==> src/rtl/sbcto_div.sv <==
// ----------------------------------------------------------------------------
// sbcto_div - pipelined unsigned restoring divider
// One quotient bit per stage, N stages; takes a new beat every cycle and
// returns quotient and remainder from the last stage. Divisor must be non-zero.
// ----------------------------------------------------------------------------
`default_nettype none

module sbcto_div #(
  parameter int unsigned N = 32,  // dividend width
  parameter int unsigned D = 16   // divisor width
) (
  input  wire logic         clk_i,
  input  wire logic         rst_ni,
  input  wire logic         valid_i,
  input  wire logic [N-1:0] dividend_i,
  input  wire logic [D-1:0] divisor_i,
  output logic              valid_o,
  output logic [N-1:0]      quotient_o,
  output logic [D-1:0]      remainder_o
);

  // per stage: dividend bits still to shift out on top, quotient bits in below
  logic [N-1:0] valid_q;
  logic [N-1:0] word_q [N];
  logic [D-1:0] rem_q  [N];
  logic [D-1:0] dvs_q  [N];

  for (genvar k = 0; k < N; k++) begin : g_stage
    logic         vld_in;
    logic [N-1:0] word_in;
    logic [D-1:0] rem_in;
    logic [D-1:0] dvs_in;
    logic [D:0]   trial;
    logic         take;

    if (k == 0) begin : g_first
      assign vld_in  = valid_i;
      assign word_in = dividend_i;
      assign rem_in  = '0;
      assign dvs_in  = divisor_i;
    end else begin : g_next
      assign vld_in  = valid_q[k-1];
      assign word_in = word_q[k-1];
      assign rem_in  = rem_q[k-1];
      assign dvs_in  = dvs_q[k-1];
    end

    // bring down the next dividend bit and try the subtraction
    assign trial = {rem_in, word_in[N-1]};
    assign take  = (trial >= {1'b0, dvs_in});

    always_ff @(posedge clk_i or negedge rst_ni) begin
      if (!rst_ni) begin
        valid_q[k] <= 1'b0;
      end else begin
        valid_q[k] <= vld_in;
      end
    end

    always_ff @(posedge clk_i) begin
      rem_q[k]  <= take ? D'(trial - {1'b0, dvs_in}) : trial[D-1:0];
      word_q[k] <= {word_in[N-2:0], take};
      dvs_q[k]  <= dvs_in;
    end
  end

  assign valid_o     = valid_q[N-1];
  assign quotient_o  = word_q[N-1];
  assign remainder_o = rem_q[N-1];

endmodule

`default_nettype wire

==> config.mk <==
export PLATFORM = sky130hd
export DESIGN_NAME = sbcto_div
export DESIGN_NICKNAME = d
export VERILOG_FILES = /design/src/rtl/sbcto_div.sv
export SDC_FILE = /design/constraint.sdc
export NUM_CORES = 2
export LEC_CHECK = 0
export BUFFER_PORTS_ARGS = -buffer_cell sky130_fd_sc_hd__buf_2
export CORE_ASPECT_RATIO = 0.6
export CORE_MARGIN = 8
export CORE_UTILIZATION = 54
export CTS_CLUSTER_SIZE = 28
export DETAILED_ROUTE_END_ITERATION = 12
export HOLD_SLACK_MARGIN = 0.12
export PLACE_DENSITY = 0.75
export SYNTH_ARGS = -nofsm -noshare
export SYNTH_HDL_FRONTEND = slang
export SYNTH_SLANG_ARGS = --single-unit
export TNS_END_PERCENT = 1
==> constraint.sdc <==
create_clock -name clk_i -period 5.5 [get_ports clk_i]
set_input_delay 0.275 -clock clk_i [delete_from_list [all_inputs] [get_ports clk_i]]
set_output_delay 0.275 -clock clk_i [all_outputs]
set_load 0.02 [all_outputs]
# After elaboration in Yosys (flattened, before gate mapping)
# Memories as Yosys holds them, arrays and structs flattened.
# Index checks and enable logic that the tools add are counted.
dict set report word_totals {
  regBits 32
  ramBits 2048
  out_inout_bits 49
  n_memories 3
}
# memory depth word_bits rd rd_clocked_by_memory_dff write_ports line_no
set memory_table {}
lappend memory_table {word_q 32 32 32 0 32 24} ;# logic [N-1:0] word_q [N];
lappend memory_table {dvs_q 32 16 31 0 32 26} ;# logic [D-1:0] dvs_q [N];
lappend memory_table {rem_q 32 16 32 0 32 25} ;# logic [D-1:0] rem_q [N];
dict set report op_classes {
  addsub 32
  order_cmp 32
  n_mux 32
}
# cell n
set ops {}
lappend ops {{17-bit by 16-bit greater-or-equal comparator with 1-bit output} 31}
lappend ops {{16-bit two-way mux} 32}
lappend ops {{16-bit subtractor} 31}
lappend ops {{1-bit by 16-bit greater-or-equal comparator with 1-bit output} 1}
lappend ops {{1-bit by 16-bit subtractor with 16-bit output} 1}

# Logic depth before layout (Yosys ltp)
# An unclocked memory read counts as a cell.
dict set report logic_depth {
  ltp_word 3
  ltp_mapped 13
  mapped_depth_nobuf 11
}

# Least setup slack after synthesis
# OpenSTA, ideal clock, no wires.
dict set report synth_path {
  kind {reg2reg}
  startpoint {memory dvs_q[4][1], in the netlist dvs_q[0][65]}
  endpoint {memory rem_q[5][9], in the netlist rem_q[2][25]}
  setup_ns 0.121
  t_arrival_ns 2.739
  t_required_ns 5.379
  setup_slack_ns 2.640
  path_stages_with_launch 13
  path_buffers 2
  cell_sequence {dfxtp_1 > inv_1 > ha_1 > nor2b_1 > o31a_1 > o31a_1 > o41ai_4 > o21ai_1 > a211oi_1 > o21a_1 > buf_4 > buf_6 > mux2_2}
}
# element line_no
set synth_rtl {}
lappend synth_rtl {{start: declaration} 26}
lappend synth_rtl {{end: declaration} 25}

==> run_results.csv <==
group,metric,value,unit
status,status,"finished clean",
setup_path,r2r-end,"rem_q[12][27]",
place,dpl.hpwl,100,mm
synth,synthSimpleGateAreaFrac,8.11,%
floorplanning,ioPinCount,100,
synth,postSynthAreaPerCell,11.2,µm²
floorplanning,start_util,54.5,%
timing,slew_viol_final,0,
synth,syn_area,0.0719,mm²
timing,tightest_slew,1.30,ns
timing,finClkSkew,0.0475,ns
place,routabilityCongestion,0.910,
synth,synth_cells,6403,
global_route,grt_max_degree,33,
power_and_ir_drop,ir_worst_vdd,0.328,mV
synth,synth_compound_area_share,10.8,%
setup_path,rr_startpoint,"dvs_q[1][129]",
finish,utilization,61.8,%
synth,synth_top_family_by_area,"compound AO/OA/AOI/OAI gates",
setup_path,cp-start-kind,"flip-flop",
cts,cts_buffers,174,
synth,yosysSeqAreaShare,57.7,%
global_route,track_usage,18.6,%
power_and_ir_drop,power,46.1,mW
routing,vias,44963,
cts,clkTransAtPathRegs,0.07,ns
worst_hold_path,min_path_type,"in2reg",
synth,synth_adder_area_share,9.53,%
synth,yosys-top-cells-count,"dfxtp_1, inv_1, ha_1",
cts,clock-root-buffer,"clkbuf_16",
setup_path,crit_required,6.16,ns
setup_path,end_kind,"flip-flop",
timing,clock.fmax,271,MHz
setup_path,ff2ff_setup_slack,1.82,ns
synth,synth-edff-count,0,
routing,via_per_inst,5.20,
routing,postRouteAntennaNets,0,
routing,drc_errors,0,
routing,wl,138,mm
cts,max-clock-path-buffers,3,
synth,ys_ff_latch,2064,
synth,synthesis.nets,6983,
floorplanning,die_h,299,µm
setup_path,startpoint,"dvs_q[1][129]",
finish,syn_to_final_growth,13.4,%
place,io_buffers,99,
timing,rsz0062_at_grt,"no",
global_route,grt_antenna_before_repair,3,
run,drv_cap,0,
cts,clock_latency,0.82,ns
setup_path,arrival,4.34,ns
synth,synth_top_area_share,56.6,%
synth,synth-xor-area-share,4.01,%
timing,hold_viol,0,
finish,n_fill_cell,10414,
power_and_ir_drop,leakage,36.9,nW
timing,relSlewSlack,12.3,%
global_route,grt_pass1_wl,226,mm
global_route,grt_pass1_vias,43941,
timing,post-route-period-util,67.0,%
synth,yosys_warnings,0,
synth,yosys-top-cells-area,"dfxtp_1, ha_1, mux2_2, inv_1, xnor2_1",
synth,synth.mux.area_fraction,5.88,%
routing,wl_per_cell,16.0,µm
floorplanning,dieArea,0.145,mm²
synth,synth_top_area_cell,"dfxtp_1",
setup_path,worstPathMaxFanout,28,
cts,htreeDepth,4,
power_and_ir_drop,p_per_area,565,mW/mm²
setup_path,crit_type,"reg2reg",
timing,period_needed,3.68,ns
routing,dr.pass1.iters,6,
finish,postLayoutCellArea,0.0815,mm²
global_route,grt.overflow.total,0,
synth,yosysUniqueCellTypes,94,
synth,yosys.cell_count.top_type,"dfxtp_1",
floorplanning,die_w,487,µm
timing,fin_hold_ws,0.233,ns
place,placed_area,0.0743,mm²
setup_path,endpoint,"rem_q[12][27]",
synth,postSynth.asyncResetShare,1.55,%
synth,ys.flop_type,"dfxtp_1",
floorplanning,rows,103,
timing,finalSetupTns,0,ns
cts,cts_tree,"done",
routing,first_iter_violations,3394,
finish,fin_nets,7296,
floorplanning,core,0.132,mm²
finish,drive_gt1_share,11.3,%
cts,clock-sinks,2064,
timing,setup_viol,0,
setup_path,r2r_cells,9,
-- layer usage --
layer | share of wire [%] | routed length, µm | up-vias | track usage [%]
met1 | 51 | 70500 | 21048 | 28.1
met5 | 0 | 0 | - | 0
met4 | 1.9 | 2680 | 0 | 4.95
met3 | 7.4 | 10200 | 205 | 4.51
li1 | - | - | 22547 | -
met2 | 40 | 54700 | 1163 | 26.5
-- repair_timing --
item,4_1_cts,5_1_grt
endpoints found under the hold margin,97,0
gates resized for setup,0,0
buffers inserted,0,0
hold buffers,99,0
-- cell families after synthesis --
| group | after synthesis |
|---|---|
| adders and majority gates | 529 |
| xor gates and xnor gates | 329 |
| AOI/OAI and AO/OA | 1180 |
| buffers and inverters | 720 |
| muxes | 380 |
| and+or+nand+nor | 1201 |
| DFF | 2064 |
-- where the power goes --
group / switching (mW) / internal, mW
Combinational: 7.71 / 6.71
Clock: 5.64 / 7.08
Sequential: 1.27 / 17.7
-- stage by stage --
stage / setup slack (ns) / std cells
after floorplan: 2.64 / 6403
after global placement: 2.04 / 8226
after detailed placement: 1.95 / 8226
after CTS: 1.90 / 8640
after global routing: 1.59 / 8641
final: 1.82 / 8641
-- state kept, by name (all words and copies together), names as in the netlist --
signal / cells
dvs_q: 496
word_q: 1024
g_stage.vld_in: 31
valid_o: 1
rem_q: 512
-- final cells by class --
cell class              count  area, µm²  share of cell area (%)
diodes                      1       2.50                 0.00307
clock buffers             226       4820                    5.92
clock inverters            89       1300                    1.60
inverters                 649       2440                    2.99
multi-input cells        3619      27600                    33.9
flip-flops and latches   2064      41500                    50.9
well taps                1785       2230                    2.74
repair buffers            208       1570                    1.93
-- worst min-delay path by stage --
stage	end	startpoint	slack [ns]	depth (start not counted)
final	dvs_q[0][1]	divisor_i[1]	0.23	2
after global routing	dvs_q[0][1]	divisor_i[1]	0.22	2
after CTS	dvs_q[0][1]	divisor_i[1]	0.16	2
after detailed placement	word_q[7][111]	word_q[7][78]	0.31	0
after global placement	word_q[5][54]	word_q[5][21]	0.31	0
after floorplan	g_stage[10].vld_in	rst_ni	-0.02	0
-- critical path, cell delays in order, from the launching register on --
cell and delay (ns):
dfxtp_1 0.37, inv_1 0.07, ha_1 0.30, a21oi_1 0.20
o211ai_1 0.18, a2111oi_0 0.91, o31a_1 0.29, o21a_1 0.69
inv_1 0.20, mux2_2 0.31
-- cell usage in the layout, fill, tap and decap left out, drive strengths merged, types with 24 or more instances in the layout --
cell type	instances
or3	37
a31oi	41
mux2	318
nand2b	61
nand3	76
ha	498
o211ai	24
inv	654
xor2	107
mux2i	62
dfrtp	32
nor3	110
nor2b	94
o31ai	39
o21a	93
a21o	105
xnor2	222
and3	30
o21ai	283
dfxtp	2032
nor4	28
nand4	79
a211oi	29
a21oi	309
o21bai	26
buf	110
a21boi	38
fa	31
nand2	275
clkbuf	226
clkinv	53
dlygate4sd3	98
o31a	45
nor2	344
Power figures use the tool's default switching activity.
